### config.mk
export PLATFORM = sky130hd
export DESIGN_NAME = fffl_ram
export DESIGN_NICKNAME = d
export VERILOG_FILES = /design/src/rtl/core/fffl_ram.sv
export SDC_FILE = /design/constraint.sdc
export NUM_CORES = 1
export LEC_CHECK = 0
export ABC_AREA = 1
export BUFFER_PORTS_ARGS = -buffer_cell sky130_fd_sc_hd__buf_2
export CAP_MARGIN = 20
export CORE_AREA = 2 2 117 119
export DETAILED_ROUTE_END_ITERATION = 12
export DIE_AREA = 0 0 119 121
export PLACE_DENSITY = 0.61
export SLEW_MARGIN = 5
export SYNTH_ARGS = -nofsm -noshare
export SYNTH_HDL_FRONTEND = slang
export SYNTH_SLANG_ARGS = --single-unit
### constraint.sdc
create_clock -name clk_i -period 2.4 [get_ports clk_i]
set_input_delay 0.48 -clock clk_i [delete_from_list [all_inputs] [get_ports clk_i]]
set_output_delay 0.48 -clock clk_i [all_outputs]
set_load 0.005 [all_outputs]
### src/rtl/core/fffl_ram.sv
// Generic single-write, single-read RAM with a registered read port.
module fffl_ram #(
  parameter int Width = 8,
  parameter int Depth = 16
) (
  input  logic                     clk_i,
  input  logic                     we_i,
  input  logic [$clog2(Depth)-1:0] waddr_i,
  input  logic [Width-1:0]         wdata_i,
  input  logic [$clog2(Depth)-1:0] raddr_i,
  output logic [Width-1:0]         rdata_o
);

  logic [Width-1:0] mem_q [Depth];

  always_ff @(posedge clk_i) begin
    if (we_i) begin
      mem_q[waddr_i] <= wdata_i;
    end
    rdata_o <= mem_q[raddr_i];
  end

endmodule

==> run metrics, run 1 <==
final count of negative-setup-slack endpoints=0; count of port buffers added during placement=25; Post-route DRC=0; I/O pins=26; total vias in the final route=3636; worst hold path depth=3; TritonCTS clock tree=built; overall overflow remaining after global route=0; combined area of all synthesized cells=5770 um2; worst setup path category=in2reg; maximum clock frequency=0.718 GHz; total inserted antenna cells=0; area overhead of the layout relative to synthesis=15.5%; sink count of the clock tree=136; Final Non-Filler Cells=773; area enclosed by the die boundary=14400 um2; number of antenna violations at the first check in global routing=0; Std-Cell Core Area=13100 um2; Register-to-Register Setup Slack=1.31 ns; clk_skew=0.00686 ns; part of the cycle the worst path needs=58.1%; # fillers=1140; Max H-tree Level=4; Max rail drop VDD=0.649 mV; depth of the worst register-to-register path=6; syn_nets=569; number of warnings reported in the yosys synthesis log=0; nets@finish=602; number of clock buffers inserted by TritonCTS=17; number of max-cap violations=0; sink of the worst hold path=rdata_o[3]; relative max-transition margin=47.6%; critical path capture point type=flip-flop; Post-Synthesis Cells=551; maximum number of pins on one net before global-route repair=43; post-CTS resize count=0; number of DRC markers after the initial detailed-route iteration=350; startpoint of the lowest-slack hold path=raddr_i[3]; global-route wire length before repair=19700 um; Max Fanout on Critical Path=8; number of slew-limit violations in the final report=0; # hold bufs at CTS=0; areal power density over the cells=845 nW/um2; fraction of final layout cells with drive strength greater than 1=12.1%; initial standard-cell utilization of the core=44.1%; CTS Root Cell=clkbuf_16; reg-to-reg startpoint=mem_q[7][0]; vias in the first global route=3480; leakage component of the power=2.88 nW; post-placement cell count=741; horizontal die dimension=119 um; Routability Congestion=0.782; sum of negative setup slack=0 ns; Worst-Skew Late Latency=0.42 ns; routed wirelength normalized by instance count=16.2 um; sequential fraction of the synthesis area=69.4%; floorplan die height=121 um; half-perimeter wire length after placement=7770 um; critical path data arrival time=1.44 ns; worst min-delay path category=in2reg; number of nets with antenna violations after detailed routing=0; standard-cell row count=42; Clk pin slew, worst setup/hold paths=0.06 ns; synth unique cells=12; min Tclk post-route=1.39 ns; first-pass detailed-route iteration total=5; number of setup buffers added after CTS=0; per-cell via count in the routed design=4.70; result of the run=complete, no violations; final routed wirelength across all metal layers=12500 um; setup repair after global routing missed its margin=false; Global Route Usage Sum=18.9%; crit start category=input port; Max clock buf depth=2; number of register bits inferred by synthesis=136; transition time at the pin with the least slew margin=0.783 ns; Avg Cell Area, Syn=10.5 um2; total count of hold-check failures in the final report=0; Reg-to-Reg End=rdata_o[0]; CP required=2.44 ns
power by group:
part	internal (mW)	total [mW]	leakage (nW)	switching, mW
logic	0.0891	0.309	1.36	0.220
clock network	1.71	2.65	0.294	0.940
registers	2.66	2.67	1.22	0.0148
total	4.45	5.63	2.88	1.17
how the worst max path moves through the flow:
stage               depth (start not counted)            to        from  slack, ns
floorplan                                   2  mem_q[10][0]  waddr_i[2]       0.97
global placement                            3   mem_q[6][5]  waddr_i[3]       0.55
CTS                                         3   mem_q[6][6]  waddr_i[3]       0.98
detailed placement                          3   mem_q[6][2]  waddr_i[3]       0.57
finish                                      3   mem_q[6][6]  waddr_i[3]       1.01
global route                                3   mem_q[6][6]  waddr_i[3]       0.88
area by class of cell:
cell class              instances  area, um2  area share, %
multi-input cells             289       1210           18.2
flip-flops and latches        136       4000           60.1
clock buffers                  20        467           7.01
repair buffers                 38        223           3.34
clock inverters                12        149           2.24
well taps                     176        220           3.31
inverters                     102        383           5.75
critical path, stage by stage:
cell	delay, ns
buf_2	0.12
nand3b_1	0.21
nor2_1	0.63
state kept, by name (all words and copies together), names as in the netlist:
signal / flops
mem_q: 128
rdata_o: 8
per-layer routing:
layer  up-vias  share of wire [%]  global-route usage (%)
met2        99                 47                    28.5
met1      1685                 46                    26.1
met4         0                1.5                    7.51
met5         -                  0                       0
met3        14                6.0                    5.17
li1       1838                  -                       -
cells in the final DEF (no fill, tap or decap):
cell / Yosys / routed
nand2_1: 173 / 173
dfxtp_1: 8 / 8
bufinv_16: 0 / 3
inv_1: 100 / 100
clkinv_4: 0 / 1
clkbuf_16: 0 / 17
clkinv_2: 0 / 4
inv_2: 2 / 2
buf_2: 13 / 25
edfxtp_1: 128 / 128
buf_4: 4 / 13
nand3_1: 97 / 97
nor2_1: 17 / 17
clkbuf_8: 0 / 3
clkinvlp_4: 0 / 4
nand3b_1: 2 / 2
kinds of logic (layout without fill, tap and decap cells):
group | count (synthesis) | in the layout | synth area share, %
buf+inv | 126 | 172 | 9.52
simple gates | 289 | 289 | 21.0
flops | 136 | 136 | 69.4
Yosys cell counts (all sizes together):
master / n / area [um2]
buf: 24 / 166
dfxtp: 8 / 160
edfxtp: 128 / 3840
inv: 102 / 383
nand2: 173 / 649
nand3: 97 / 485
nand3b: 2 / 15.0
nor2: 17 / 63.8
stage by stage:
step           setup WS (ns)  util [%]  instance area, um2  power, mW  hold slack, ns
2_1_floorplan          0.969         -                5770       2.91           0.579
5_1_grt                0.884      50.9                6660       5.81           0.448
6_report                1.01      50.9                6660       5.63           0.432
3_5_place_dp           0.571      46.2                6040       3.03           0.647
4_1_cts                0.985      50.9                6660       5.67           0.418
3_3_place_gp           0.551      46.2                6040       3.03           0.648
No activity file was read; power rests on OpenSTA's default activity.
==> run 2: changes to the inputs <==
==> constraint.sdc (replaced) <==
create_clock -name clk_i -period 1.4 [get_ports clk_i]
set_input_delay 0.28 -clock clk_i [delete_from_list [all_inputs] [get_ports clk_i]]
set_output_delay 0.28 -clock clk_i [all_outputs]
set_load 0.005 [all_outputs]
==> run 2 against run 1 <==
Clock power is 64% higher. Critical path depth down 2. Global-route usage up 1.1 points. Flip-flop and latch count unchanged. Utilization grew 0.93 points. Combinational power grew 87%. Clock skew is 0.0010 ns lower. Sequential share of layout area is 1.1 points lower. Highest routed layer unchanged. Register-to-register slack got worse by 0.96 ns. Largest cell class unchanged. Critical endpoint is now rdata_o[7].
==> run metrics, run 2 (synthesized netlist as in run 1, its figures left out) <==
result of the run=complete, no violations; # hold bufs at CTS=0 (unchanged); final count of negative-setup-slack endpoints=0 (unchanged); initial standard-cell utilization of the core=44.1% (unchanged); worst min-delay path category=in2reg; Post-route DRC=0 (unchanged); crit start category=flip-flop; commonest non-fill, non-tap cell in the layout=nand2_1; critical path data arrival time=0.92 ns (-0.52 ns); min Tclk post-route=1.20 ns; nets@finish=619 (+2.8%); areal power density over the cells=1400 nW/um2 (+66%); number of DRC markers after the initial detailed-route iteration=369 (+5.4%); fraction of final layout cells with drive strength greater than 1=13.7% (+1.6 points); Global Route Usage Sum=20.0% (+1.1 points); category of cells accounting for the largest share of critical-path delay=flip-flops; Final Non-Filler Cells=790 (+2.2%); relative max-transition margin=72.0% (+24 points); number of setup buffers added after CTS=0 (unchanged); # fillers=1143 (+0.26%); CTS Root Cell=clkbuf_16; post-CTS resize count=0 (unchanged); half-perimeter wire length after placement=8230 um (+5.9%); area overhead of the layout relative to synthesis=17.6%; number of clock buffers inserted by TritonCTS=17 (unchanged); total count of hold-check failures in the final report=0 (unchanged); per-cell via count in the routed design=4.91 (+4.3%); maximum clock frequency=0.834 GHz; number of slew-limit violations in the final report=0 (unchanged); Routability Congestion=0.845 (+8.0%); final design instance area without fill=6780 um2 (+1.8%); final routed wirelength across all metal layers=13200 um (+4.8%); Worst-Skew Late Latency=0.41 ns (about the same); Std-Cell Core Area=13100 um2 (unchanged); setup repair after global routing missed its margin=false; most frequent cells in the layout=173 x nand2_1, 128 x edfxtp_1, 100 x inv_1, 97 x nand3_1, 27 x buf_4; critical path's slowest cell=dfxtp_1; Max H-tree Level=4 (unchanged); Max rail drop VDD=0.895 mV (+38%); part of the cycle the worst path needs=85.6%; Max clock buf depth=2 (unchanged); transition time at the pin with the least slew margin=0.420 ns (-0.362 ns); sum of negative setup slack=0 ns (unchanged); total inserted antenna cells=0 (unchanged); floorplan die height=121 um (unchanged); Pwr Total=9.50 mW (+69%); TritonCTS clock tree=built; biggest registers after layout=mem_q: 128 flops, rdata_o: 8 flops; overall overflow remaining after global route=0 (unchanged); cell area reported after detailed placement=6210 um2 (+2.7%); first-pass detailed-route iteration total=6 (+1); number of max-cap violations=0 (unchanged); standard-cell row count=42 (unchanged); number of antenna violations at the first check in global routing=0 (unchanged); register bank with the most flops=mem_q; post-placement cell count=758 (+2.3%); number of flip-flops under the largest register name=128 (unchanged); critical path capture point type=output port; maximum number of pins on one net before global-route repair=34 (-21%); sink count of the clock tree=136 (unchanged); count of port buffers added during placement=25 (unchanged); vias in the first global route=3725 (+7.0%); horizontal die dimension=119 um (unchanged); area enclosed by the die boundary=14400 um2 (unchanged); global-route wire length before repair=21000 um (+6.7%); cell chain of the critical path=buf_2; Max Fanout on Critical Path=1 (-7); leakage component of the power=2.97 nW (+3.1%); CP required=1.12 ns (-1.32 ns); total vias in the final route=3875 (+6.6%); clk_skew=0.00585 ns (-0.00100 ns); number of nets with antenna violations after detailed routing=0 (unchanged); routed wirelength normalized by instance count=16.6 um (+2.6%); I/O pins=26 (unchanged); max incr delay on CP=0.37 ns (-0.26 ns); Clk pin slew, worst setup/hold paths=0.06 ns (about the same); worst setup path category=reg2out; buffers plus inverters on the worst setup path=1 (unchanged)
[run 2: changes by cell type in the layout (fill, tap and decap cells not counted), moves of 2 or more]
cell | before | now
buf_12 | 0 | 3
clkbuf_8 | 3 | 0
buf_4 | 13 | 27
clkbuf_1 | 0 | 4
clkinvlp_4 | 4 | 1
clkinv_2 | 4 | 6
[run 2: final cells by class]
class / count / area, um2 / area share, %
Timing Repair Buffer: 55 / 388 / 5.72
Multi-Input combinational cell: 289 / 1210 / 17.9
Tap cell: 176 / 220 / 3.25
Clock inverter: 11 / 131 / 1.94
Sequential cell: 136 / 4000 / 59.1
Clock buffer: 21 / 440 / 6.50
Inverter: 102 / 383 / 5.65
[run 2: worst register-to-register path, cell delays in order, from the launching register on]
cell and delay, ns:
edfxtp_1 0.36, inv_1 0.07, nand2_1 0.05, nand3_1 0.14, nand3_1 0.13, nand3_1 0.14
nand2_1 0.07
[run 2: layer usage]
metal,share of wire (%),GRT usage [%]
met1,46,27.7
met2,46,29.8
met3,5.7,4.89
met4,2.2,9.00
met5,0,0
[run 2: where the power goes]
group | total, mW | switching, mW | internal (mW) | leakage (nW)
Sequential | 4.58 | 0.0275 | 4.55 | 1.22
Combinational | 0.578 | 0.394 | 0.184 | 1.46
Clock | 4.34 | 1.57 | 2.77 | 0.282
Total | 9.50 | 1.99 | 7.51 | 2.97
[run 2: worst paths after layout]
| path | to | startpoint | slack [ns] | cells after the start |
|---|---|---|---|---|
| worst min register to register | rdata_o[3] | mem_q[10][3] | 0.66 | 6 |
| worst max register to register | rdata_o[6] | mem_q[1][6] | 0.35 | 6 |
| worst max-delay path | rdata_o[7] | rdata_o[7] | 0.20 | 1 |
| worst min-delay path | rdata_o[5] | raddr_i[2] | 0.27 | 4 |
[run 2: stage by stage]
stage	worst slack (ns)	utilization, %	hold slack (ns)
global route	0.179	51.8	0.279
CTS	0.200	51.8	0.258
detailed placement	0.0390	47.4	0.653
floorplan	0.169	-	0.379
finish	0.202	51.8	0.268
global placement	0.0324	47.4	0.646
==> run 3: changes to the inputs <==
--- a/config.mk
+++ b/config.mk
@@ -8,9 +8,9 @@
 export ABC_AREA = 1
 export BUFFER_PORTS_ARGS = -buffer_cell sky130_fd_sc_hd__buf_2
 export CAP_MARGIN = 20
-export CORE_AREA = 2 2 117 119
+export CORE_AREA = 4 4 119 121
 export DETAILED_ROUTE_END_ITERATION = 12
-export DIE_AREA = 0 0 119 121
+export DIE_AREA = 0 0 123 125
 export PLACE_DENSITY = 0.61
 export SLEW_MARGIN = 5
 export SYNTH_ARGS = -nofsm -noshare
==> run 3 against run 2 <==
Sequential power hardly changed. Fmax is 0.10% higher. Die area is 6.8% higher. Critical path depth stayed put. Flip-flop and latch count stayed put. Clock skew is 0.0011 ns higher. Critical endpoint is now rdata_o[0]. Utilization is 0.86 points higher. Setup slack better by 0.0012 ns. Hold slack better by 0.0022 ns. Sequential share of layout area is 0.96 points lower. Design area is 1.7% higher. Clock-buffer cell count is 3 lower.
==> run metrics, run 3 (synthesized netlist as in run 1, its figures left out) <==
part of the cycle the worst path needs=85.5% (-0.089 points); standard-cell row count=42 (unchanged); half-perimeter wire length after placement=8310 um (+1.0%); global-route wire length before repair=20700 um (-1.5%); Max Fanout on Critical Path=1 (unchanged); relative max-transition margin=74.2% (+2.2 points); internal cell power=7.89 mW (+5.1%); sink count of the clock tree=136 (unchanged); biggest registers after layout=mem_q: 128 flops, rdata_o: 8 flops; overall overflow remaining after global route=0 (unchanged); post-placement cell count=763 (+0.66%); initial standard-cell utilization of the core=44.1% (unchanged); number of DRC markers after the initial detailed-route iteration=319 (-14%); Max H-tree Level=4 (unchanged); Post-route DRC=0 (unchanged); Sw Ratio=20.6% (-0.37 points); most frequent cells in the layout=173 x nand2_1, 128 x edfxtp_1, 100 x inv_1, 97 x nand3_1, 31 x buf_4; count of port buffers added during placement=25 (unchanged); depth of the worst register-to-register path=6 (unchanged); category of cells accounting for the largest share of critical-path delay=flip-flops; setup repair after global routing missed its margin=false; worst setup path category=reg2out; TritonCTS clock tree=built; register bank with the most flops=mem_q; maximum number of pins on one net before global-route repair=36 (+5.9%); total vias in the final route=3842 (-0.85%); number of flip-flops under the largest register name=128 (unchanged); final count of negative-setup-slack endpoints=0 (unchanged); leakage component of the power=3.00 nW (+1.3%); worst-case hold slack=0.271 ns (+0.00217 ns); cell area reported after detailed placement=6260 um2 (+0.81%); fraction of final layout cells with drive strength greater than 1=14.7% (+1.0 points); area overhead of the layout relative to synthesis=19.5%; combinational share of power=5.9% (-0.2 points); minimum setup slack in the final design=0.203 ns (+0.00125 ns); min Tclk post-route=1.20 ns (-0.00125 ns); critical path capture point type=output port; Routability Congestion=0.838 (-0.85%); nets@finish=624 (+0.81%); buffers plus inverters on the worst setup path=1 (unchanged); critical path's slowest cell=dfxtp_1; number of slew-limit violations in the final report=0 (unchanged); areal power density over the cells=1440 nW/um2 (+2.8%); number of setup buffers added after CTS=0 (unchanged); CTS Root Cell=clkbuf_16; Reg-to-Reg End=rdata_o[6]; final design instance area without fill=6890 um2 (+1.7%); Final Non-Filler Cells=795 (+0.63%); final routed wirelength across all metal layers=13100 um (-0.53%); Max clock buf depth=2 (unchanged); sum of negative setup slack=0 ns (unchanged); proportion of power drawn by flip-flops and latches=46.2% (-2.0 points); Worst-Skew Late Latency=0.42 ns (about the same); floorplan die height=125 um (+3.3%); reg-to-reg startpoint=mem_q[4][6]; # hold bufs at CTS=0 (unchanged); result of the run=complete, no violations; commonest non-fill, non-tap cell in the layout=nand2_1; pre-CTS setup slack=0.00446 ns (-0.0345 ns); cell chain of the critical path=buf_2; clk_skew=0.00690 ns (+0.00105 ns); Max rail drop VDD=1.04 mV (+16%); startpoint of the lowest-slack hold path=wdata_i[4]; number of clock buffers inserted by TritonCTS=17 (unchanged); total inserted antenna cells=0 (unchanged); Register-to-Register Setup Slack=0.33 ns (-0.02 ns); first-pass detailed-route iteration total=7 (+1); critical path data arrival time=0.92 ns (about the same); Global Route Usage Sum=18.3% (-1.7 points); horizontal die dimension=123 um (+3.4%); worst min-delay path category=in2reg; crit start category=flip-flop; area occupied by multi-input gates=1210 um2 (unchanged); Register Area=4000 um2 (unchanged); number of nets with antenna violations after detailed routing=0 (unchanged); transition time at the pin with the least slew margin=0.387 ns (-0.0330 ns); sink of the worst hold path=mem_q[14][4]; area enclosed by the die boundary=15400 um2 (+6.8%); post-layout util=52.7% (+0.86 points); net switching power of the design=2.04 mW (+2.7%); worst hold path depth=1 (-3); routed wirelength normalized by instance count=16.5 um (-1.2%); number of max-cap violations=0 (unchanged); max incr delay on CP=0.36 ns (about the same); number of antenna violations at the first check in global routing=0 (unchanged); CP required=1.12 ns (about the same); total count of hold-check failures in the final report=0 (unchanged); I/O pins=26 (unchanged); vias in the first global route=3764 (+1.0%); Clk pin slew, worst setup/hold paths=0.06 ns (about the same); Pwr Total=9.93 mW (+4.6%); Std-Cell Core Area=13100 um2 (unchanged); post-CTS resize count=0 (unchanged); # fillers=1149 (+0.52%); maximum clock frequency=0.835 GHz (+0.10%); per-cell via count in the routed design=4.83 (-1.5%); power share of the clock group=47.9% (+2.2 points)
run 3: changes by cell type in the layout (fill, tap and decap cells not counted):
cell / before / now
clkinv_2: 6 / 2
clkinvlp_4: 1 / 5
clkinv_1: 1 / 2
clkbuf_1: 4 / 1
buf_4: 27 / 31
bufinv_16: 3 / 5
buf_12: 3 / 4
run 3: how the worst max path moves through the flow:
stage	slack [ns]	end	from	depth (start not counted)
final	0.20	rdata_o[0]	rdata_o[0]	1
after global routing	0.16	rdata_o[0]	rdata_o[0]	1
after CTS	0.17	rdata_o[0]	rdata_o[0]	1
after detailed placement	0.004	rdata_o[6]	raddr_i[0]	8
after global placement	0.02	rdata_o[6]	raddr_i[0]	8
after floorplan	0.17	mem_q[10][0]	waddr_i[2]	2
run 3: area by class of cell:
type / count / area share [%]
Clock inverter: 14 / 2.98
Sequential cell: 136 / 58.1
Timing Repair Buffer: 60 / 6.35
Inverter: 102 / 5.55
Tap cell: 176 / 3.19
Clock buffer: 18 / 6.23
Multi-Input combinational cell: 289 / 17.6
run 3: power groups by stage:
stage                     clock [mW]  sequential [mW]  combinational (mW)
after global routing            5.00             4.59               0.660
after CTS                       4.82             4.58               0.597
final                           4.76             4.58               0.588
after global placement             0             4.67               0.582
after floorplan                    0             4.66               0.321
after detailed placement           0             4.67               0.593
run 3: metal layers:
layer	track usage (%)	share of wire [%]	up-vias
met5	0	0	-
met4	5.02	1.3	0
met3	4.83	6.6	19
met2	29.6	48	119
met1	24.6	44	1823
li1	-	-	1881
